## src/rtl/core/assert_macros.svh

```systemverilog
// Assertion helpers used by the list module.
`ifndef ASSERT_MACROS_SVH
`define ASSERT_MACROS_SVH

// Check a property at every rising clock edge outside reset.
`define OLIRF_ASSERT(lbl, clk, rst_n, prop, msg) \
  lbl: assert property (@(posedge clk) disable iff (!rst_n) (prop)) else $error(msg);

// Check that a condition implies a consequence in the following cycle.
`define OLIRF_ASSERT_NEXT(lbl, clk, rst_n, ante, cons, msg) \
  lbl: assert property (@(posedge clk) disable iff (!rst_n) (ante) |=> (cons)) else $error(msg);

`endif

```

## src/rtl/core/olirf_pkg.sv

```systemverilog
`timescale 1ns / 1ps
`default_nettype none

package olirf_pkg;

  // Wide enough for any count or index up to the largest supported capacity.
  localparam int unsigned CNT_W = 9;

  typedef enum logic [2:0] {
    OP_APPEND = 3'd0,
    OP_INSERT = 3'd1,
    OP_REMOVE = 3'd2,
    OP_FIND   = 3'd3,
    OP_CLEAR  = 3'd4
  } op_e;

  typedef enum logic [2:0] {
    CELL_HOLD,
    CELL_APPEND,
    CELL_INSERT,
    CELL_REMOVE,
    CELL_COMPARE,
    CELL_SCAN
  } cell_op_e;

  typedef enum logic {
    ST_IDLE,
    ST_SCAN
  } state_e;

  typedef struct packed {
    logic [2:0]         opcode;
    logic signed [31:0] element;
    logic [7:0]         position;
  } in_item_t;

  typedef struct packed {
    logic       success;
    logic [3:0] found_index;
    logic [4:0] entry_count;
  } out_item_t;

  // Broadcast command from the controller to every cell.
  typedef struct packed {
    cell_op_e         op;
    logic [31:0]      element;
    logic [CNT_W-1:0] pos;
    logic [CNT_W-1:0] count;
  } cell_cmd_t;

endpackage

`default_nettype wire

```

## src/rtl/core/olirf_cell.sv

```systemverilog
`timescale 1ns / 1ps
`default_nettype none

module olirf_cell
  import olirf_pkg::*;
#(
  parameter int unsigned IDX = 0
) (
  input  wire logic        clk_i,
  input  wire logic        rst_ni,
  input  wire cell_cmd_t   cmd_i,
  input  wire logic [31:0] left_entry_i,
  input  wire logic [31:0] right_entry_i,
  input  wire logic        right_match_i,
  output logic [31:0]      entry_o,
  output logic             match_o
);

  localparam logic [CNT_W-1:0] MyIdx = CNT_W'(IDX);

  logic [31:0] entry_d, entry_q;
  logic        match_d, match_q;

  // Pick the next entry from own value, neighbors or the new element, and the next match flag.
  always_comb begin
    entry_d = entry_q;
    match_d = match_q;
    case (cmd_i.op)
      CELL_APPEND: begin
        if (MyIdx == cmd_i.count) entry_d = cmd_i.element;
      end
      CELL_INSERT: begin
        if (MyIdx == cmd_i.pos) begin
          entry_d = cmd_i.element;
        end else if (MyIdx > cmd_i.pos) begin
          entry_d = left_entry_i;
        end
      end
      CELL_REMOVE: begin
        if (MyIdx >= cmd_i.pos) entry_d = right_entry_i;
      end
      CELL_COMPARE: begin
        match_d = (MyIdx < cmd_i.count) && (entry_q == cmd_i.element);
      end
      CELL_SCAN: begin
        match_d = right_match_i;
      end
      default: begin
        entry_d = entry_q;
      end
    endcase
  end

  // Hold list storage; no reset needed.
  always_ff @(posedge clk_i) begin
    entry_q <= entry_d;
  end

  // Hold match flag.
  always_ff @(posedge clk_i or negedge rst_ni) begin
    if (!rst_ni) begin
      match_q <= 1'b0;
    end else begin
      match_q <= match_d;
    end
  end

  assign entry_o = entry_q;
  assign match_o = match_q;

endmodule

`default_nettype wire

```

## src/rtl/core/ordered_list_insert_remove_find.sv

```systemverilog
// Append, insert, remove, clear and unused codes: the result is loaded at the accepting edge,
// and a new item is taken every cycle while the output drains.
// Find: a compare step loads the match flags, then they shift one cell per cycle toward cell 0
// until a hit reaches cell 0 or the scan reaches the last entry.
// A result held by a stalled output blocks the input until its transfer.
// Reset (async, active low) empties the list and drops any pending result.
`timescale 1ns / 1ps
`default_nettype none
`include "assert_macros.svh"

module ordered_list_insert_remove_find
  import olirf_pkg::*;
#(
  parameter int unsigned CAPACITY = 16
) (
  input  wire logic      clk_i,
  input  wire logic      rst_ni,
  input  wire logic      in_valid_i,
  output logic           in_ready_o,
  input  wire in_item_t  in_data_i,
  output logic           out_valid_o,
  input  wire logic      out_ready_i,
  output out_item_t      out_data_o
);

  localparam int unsigned CW = $clog2(CAPACITY + 1);
  localparam logic [CW-1:0] CapW = CW'(CAPACITY);

  state_e          state_d, state_q;
  logic [CW-1:0]   count_d, count_q;
  logic [CW-1:0]   scan_idx_d, scan_idx_q;
  logic            out_valid_d, out_valid_q;
  out_item_t       out_d, out_q;
  cell_cmd_t       cmd;
  logic            in_xfer, out_free, load_out;
  logic            full, hit, miss;
  logic            scan_busy, clear_xfer;
  logic [CNT_W-1:0] pos_w, cnt_w, pos_clamp;
  logic [31:0]     entry [CAPACITY];
  logic            match [CAPACITY];

  assign out_free   = !out_valid_q || out_ready_i;
  assign in_ready_o = (state_q == ST_IDLE) && out_free;
  assign in_xfer    = in_valid_i && in_ready_o;
  assign scan_busy  = (state_q == ST_SCAN);
  assign clear_xfer = in_xfer && (op_e'(in_data_i.opcode) == OP_CLEAR);

  assign full      = (count_q == CapW);
  assign pos_w     = CNT_W'(in_data_i.position);
  assign cnt_w     = CNT_W'(count_q);
  assign pos_clamp = (pos_w > cnt_w) ? cnt_w : pos_w;
  assign hit       = match[0];
  assign miss      = ({1'b0, scan_idx_q} + 1'b1) >= {1'b0, count_q};

  // Next state.
  always_comb begin
    state_d = state_q;
    case (state_q)
      ST_IDLE: begin
        if (in_xfer && (op_e'(in_data_i.opcode) == OP_FIND)) state_d = ST_SCAN;
      end
      ST_SCAN: begin
        if ((hit || miss) && out_free) state_d = ST_IDLE;
      end
      default: state_d = ST_IDLE;
    endcase
  end

  // Drive cell commands, count and result.
  always_comb begin
    cmd         = '{op: CELL_HOLD, element: in_data_i.element, pos: pos_clamp,
                    count: cnt_w};
    count_d     = count_q;
    scan_idx_d  = scan_idx_q;
    load_out    = 1'b0;
    out_d       = out_q;
    case (state_q)
      ST_IDLE: begin
        if (in_xfer) begin
          load_out          = 1'b1;
          out_d.success     = 1'b0;
          out_d.found_index = '0;
          case (op_e'(in_data_i.opcode))
            OP_APPEND: begin
              if (!full) begin
                cmd.op        = CELL_APPEND;
                count_d       = count_q + 1'b1;
                out_d.success = 1'b1;
              end
            end
            OP_INSERT: begin
              if (!full) begin
                cmd.op        = CELL_INSERT;
                count_d       = count_q + 1'b1;
                out_d.success = 1'b1;
              end
            end
            OP_REMOVE: begin
              if (pos_w < cnt_w) begin
                cmd.op        = CELL_REMOVE;
                count_d       = count_q - 1'b1;
                out_d.success = 1'b1;
              end
            end
            OP_FIND: begin
              cmd.op     = CELL_COMPARE;
              scan_idx_d = '0;
              load_out   = 1'b0;
            end
            OP_CLEAR: begin
              count_d       = '0;
              out_d.success = 1'b1;
            end
            default: begin
              out_d.success = 1'b0;
            end
          endcase
          out_d.entry_count = 5'(count_d);
        end
      end
      ST_SCAN: begin
        if (hit || miss) begin
          if (out_free) begin
            load_out          = 1'b1;
            out_d.success     = hit;
            out_d.found_index = hit ? 4'(scan_idx_q) : 4'd0;
            out_d.entry_count = 5'(count_q);
          end
        end else begin
          cmd.op     = CELL_SCAN;
          scan_idx_d = scan_idx_q + 1'b1;
        end
      end
      default: begin
        cmd.op = CELL_HOLD;
      end
    endcase
  end

  assign out_valid_d = load_out ? 1'b1 : (out_ready_i ? 1'b0 : out_valid_q);

  // Advance control state.
  always_ff @(posedge clk_i or negedge rst_ni) begin
    if (!rst_ni) begin
      state_q     <= ST_IDLE;
      count_q     <= '0;
      scan_idx_q  <= '0;
      out_valid_q <= 1'b0;
    end else begin
      state_q     <= state_d;
      count_q     <= count_d;
      scan_idx_q  <= scan_idx_d;
      out_valid_q <= out_valid_d;
    end
  end

  // Hold result payload until the output transfer.
  always_ff @(posedge clk_i) begin
    if (load_out) out_q <= out_d;
  end

  assign out_valid_o = out_valid_q;
  assign out_data_o  = out_q;

  // Build the chain of cells; besides the broadcast command, each reads its neighbors only.
  for (genvar k = 0; k < CAPACITY; k++) begin : g_cell
    logic [31:0] left_entry, right_entry;
    logic        right_match;
    if (k == 0) begin : g_first
      assign left_entry = cmd.element;
    end else begin : g_mid_l
      assign left_entry = entry[k-1];
    end
    if (k == CAPACITY - 1) begin : g_last
      assign right_entry = entry[k];
      assign right_match = 1'b0;
    end else begin : g_mid_r
      assign right_entry = entry[k+1];
      assign right_match = match[k+1];
    end
    olirf_cell #(
      .IDX (k)
    ) u_cell (
      .clk_i         (clk_i),
      .rst_ni        (rst_ni),
      .cmd_i         (cmd),
      .left_entry_i  (left_entry),
      .right_entry_i (right_entry),
      .right_match_i (right_match),
      .entry_o       (entry[k]),
      .match_o       (match[k])
    );
  end

  `OLIRF_ASSERT(a_count_bound, clk_i, rst_ni, count_q <= CapW, "count exceeds capacity")
  `OLIRF_ASSERT(a_scan_blocks, clk_i, rst_ni, !scan_busy || !in_ready_o, "input taken during scan")
  `OLIRF_ASSERT_NEXT(a_clear_empties, clk_i, rst_ni, clear_xfer, count_q == '0, "not cleared")
  `OLIRF_ASSERT_NEXT(a_scan_count_stable, clk_i, rst_ni, scan_busy, $stable(count_q), "count moved")

endmodule

`default_nettype wire
```

## config.mk

```make
export PLATFORM = sky130hd
export DESIGN_NAME = ordered_list_insert_remove_find
export DESIGN_NICKNAME = d
export VERILOG_FILES = /design/src/rtl/core/olirf_pkg.sv /design/src/rtl/core/olirf_cell.sv /design/src/rtl/core/ordered_list_insert_remove_find.sv
export VERILOG_INCLUDE_DIRS = /design/src /design/src/rtl/core
export SDC_FILE = /design/constraint.sdc
export NUM_CORES = 2
export LEC_CHECK = 0
export BUFFER_PORTS_ARGS = -buffer_cell sky130_fd_sc_hd__buf_4
export CAP_MARGIN = 20
export CORE_UTILIZATION = 50
export CTS_BUF_LIST = sky130_fd_sc_hd__clkbuf_16
export CTS_CLUSTER_DIAMETER = 150
export CTS_CLUSTER_SIZE = 40
export DETAILED_ROUTE_END_ITERATION = 16
export MAX_ROUTING_LAYER = met4
export PLACE_DENSITY = 0.71
export SETUP_SLACK_MARGIN = 0.02
export SLEW_MARGIN = 20
export SYNTH_ARGS = -nofsm -noshare
export SYNTH_HDL_FRONTEND = slang
export SYNTH_SLANG_ARGS = --single-unit
```

## constraint.sdc

```tcl
create_clock -name clk_i -period 11.6 [get_ports clk_i]
set_input_delay 1.74 -clock clk_i [delete_from_list [all_inputs] [get_ports clk_i]]
set_output_delay 1.74 -clock clk_i [all_outputs]
set_load 0.05 [all_outputs]
```

==> results.txt <==
Worst path required time: 11,930 ps
Final worst slack: 5010 ps
Crit. End Element: flop
Cell count after placement: 3,610
Syn Area/Cell: 11.3 µm²
Cell chain of the critical path: clkinv_1, ha_1, a21boi_0, o211a_4, buf_4, buf_4, o211ai_2, o22ai_1, a2bb2oi_1
Post-route insts no fill: 3,643
Drt first pass iters: 6
CTS tree: done
Post-Syn Nets: 3,042
Largest net degree at the start of global routing: 220
CP max FO: 84
Maxcap violations: 0
Post-synthesis sequential area ratio: 0.486
Largest cells by area after synthesis: edfxtp_1 47%, xnor2_1 7.4%, a2bb2oi_1 6.6%
Power per cell area: 131 mW/mm²
Final Power: 4.59 mW
Total clock buffers created by CTS: 17
Count leader, synth: edfxtp_1
Yosys warnings: 0
Ratio of cells with drive above 1 in the final layout: 0.0875
Post-synth EDFFs: 522
Status: completed
Final Skew: 33.8 ps
Design area: 0.0350 mm²
RSZ-0062 raised after global routing: false
Routed Antenna Nets: 0
CTS Hold Bufs: 0
Dpl hpwl: 83.7 mm
Top delay family on crit path: compound AO/OA/AOI/OAI gates
Cts repair resizes: 0
Synth area leader: edfxtp_1
Clock transition at the registers of the reported paths: 160 ps
Avg WL per Cell: 33.9 µm
Placed cell area: 0.0344 mm²
Vias in the first global route: 26.1k
Final setup TNS: 0 ps
Most used cell, CP: buf_4
First-pass GRT wire length: 179 mm
Worst Setup Slack post-DPL: 4600 ps
Initial Util: 0.509
CP Buf/Inv Count: 3
Maximum clock path buffer count: 3
Num ports: 59
Most used flip-flop cell after synthesis: edfxtp_1
Vias: 27.9k
Setup repair bufs after CTS: 0
Unique masters post-synth: 74
Synth Instances: 2,979
CP max stage delay: 940 ps
Initial DRC Count: 5,333
Port Buf Inserts: 58
Crit-path slowest cell: buf_4
Post-synthesis cell area: 0.0337 mm²
H-tree depth: 1
Post-synth ARST share: 0.0509
Worst-Margin Slew: 1170 ps
Maximum vdd ir drop: 94.0 µV
Height of the die: 262 µm
Final Max Tran Viols: 0
Critical Path AT: 6910 ps
Worst skew pair latency: 620 ps
Row Count: 94
Antenna violations before repair: 1
Gpl congestion: 0.993
Post-layout net count: 2,831
Min cycle time layout: 6590 ps
Final WL: 124 mm
Rel. slew slack: 0.220
Die footprint: 0.0684 mm²
Final hold violation count: 0
Area growth syn-to-layout: 3.96%
Top-area cell type share of the netlist area: 0.465
Die X: 262 µm
Fmax: 152 MHz
Via-to-Cell Ratio: 7.66
Overall global routing resource usage: 0.364
Worst setup SP type: flop
Period utilization: 0.568
Drc violations: 0
FF+latch count, synth: 550
Core area: 0.0662 mm²
Setup Viol. Count Final: 0
Total global routing overflow: 0
Pleak: 11.3 nW
CP Class: reg -> reg
Root Driver: clkbuf_16
Top cells by count, synth: 522 x edfxtp_1, 286 x xnor2_1, 264 x o22ai_1
HP Class: reg -> reg
Clock Sinks: 550
## path summary, 6_finish.rpt
| kind | from | endpoint | slack, ps | cells past startpoint |
|---|---|---|---|---|
| min in group asynchronous | rst_ni | g_cell[15].u_cell.match_o | 1060 | 1 |
| max in group asynchronous | rst_ni | g_cell[2].u_cell.match_o | 10190 | 1 |
| setup / recovery | count_q[4] | g_cell[12].u_cell.entry_o[12] | 5010 | 9 |
| setup reg to reg | count_q[4] | g_cell[12].u_cell.entry_o[12] | 5010 | 9 |
| hold / removal | g_cell[1].u_cell.match_o | g_cell[0].u_cell.match_o | 550 | 2 |
| hold reg to reg | g_cell[1].u_cell.match_o | g_cell[0].u_cell.match_o | 550 | 2 |
## registers in the layout, summed over array words and instances (netlist names)
name / count
scan_busy: 1
out_data_o: 10
g_cell.u_cell.match_o: 16
scan_idx_q: 5
g_cell.u_cell.entry_o: 512
count_q: 5
out_valid_o: 1
## cells in the final DEF, fill, tap and decap left out, types with 7 or more instances in the layout
master	n
o21ai_0	25
a21oi_1	32
o2bb2a_1	7
and3_1	71
nand3_1	41
dfrtp_1	28
ha_1	16
nor2b_1	8
xnor2_1	286
nand2b_1	7
nand4_1	97
o21ai_2	7
edfxtp_1	522
and2_1	122
o21a_1	12
clkbuf_16	18
inv_1	24
nor3_1	38
mux2_2	60
a2bb2oi_1	254
buf_4	100
nor2_1	48
a31oi_1	16
o22ai_1	263
nor4_1	73
xor2_1	234
nand2_1	58
o211ai_1	7
a221o_1	182
## through the flow
stage                     hold WS [ps]   util
final                              554  0.529
after global routing               572  0.529
after CTS                          555  0.527
after detailed placement           522  0.520
after global placement             511  0.518
after floorplan                    495      -
## layout make-up
| class | count | area [µm²] |
|---|---|---|
| multi-input cells | 2076 | 16100 |
| inverters | 15 | 56.3 |
| repair buffers | 108 | 943 |
| fillers | 5671 | 31200 |
| diodes | 1 | 2.50 |
| flip-flops and latches | 550 | 16400 |
| well taps | 864 | 1080 |
| clock buffers | 18 | 450 |
| clock inverters | 11 | 46.3 |
## routing by layer
metal | global-route usage | share of wire | up-vias
met5 | - | 0 | -
met4 | 0.125 | 0.041 | 0
met3 | 0.0820 | 0.16 | 391
met2 | 0.502 | 0.41 | 2684
met1 | 0.523 | 0.38 | 13612
li1 | - | - | 11226
## worst min-delay path, cell delays in order, from the launching register on
cell and delay, ps:
dfrtp_1 410, nand2_1 60, a31oi_1 70
## kinds of logic (layout without fill, tap and decap cells)
family	after synthesis	after routing	synth area share
compound gates	878	878	0.206
xor+xnor	520	520	0.135
fa+ha+maj	16	16	0.00594
buf+inv	353	152	0.0439
flops	550	550	0.486
mux	68	68	0.0226
other cells	0	1	0
simple gates	594	594	0.100
## where the power goes
| part | leakage [nW] | internal, mW | switching [mW] |
|---|---|---|---|
| Sequential | 5.04 | 2.26 | 0.0807 |
| Clock | 0.279 | 0.289 | 0.632 |
| Combinational | 5.98 | 0.438 | 0.885 |
No activity file was read; power rests on OpenSTA's default activity.
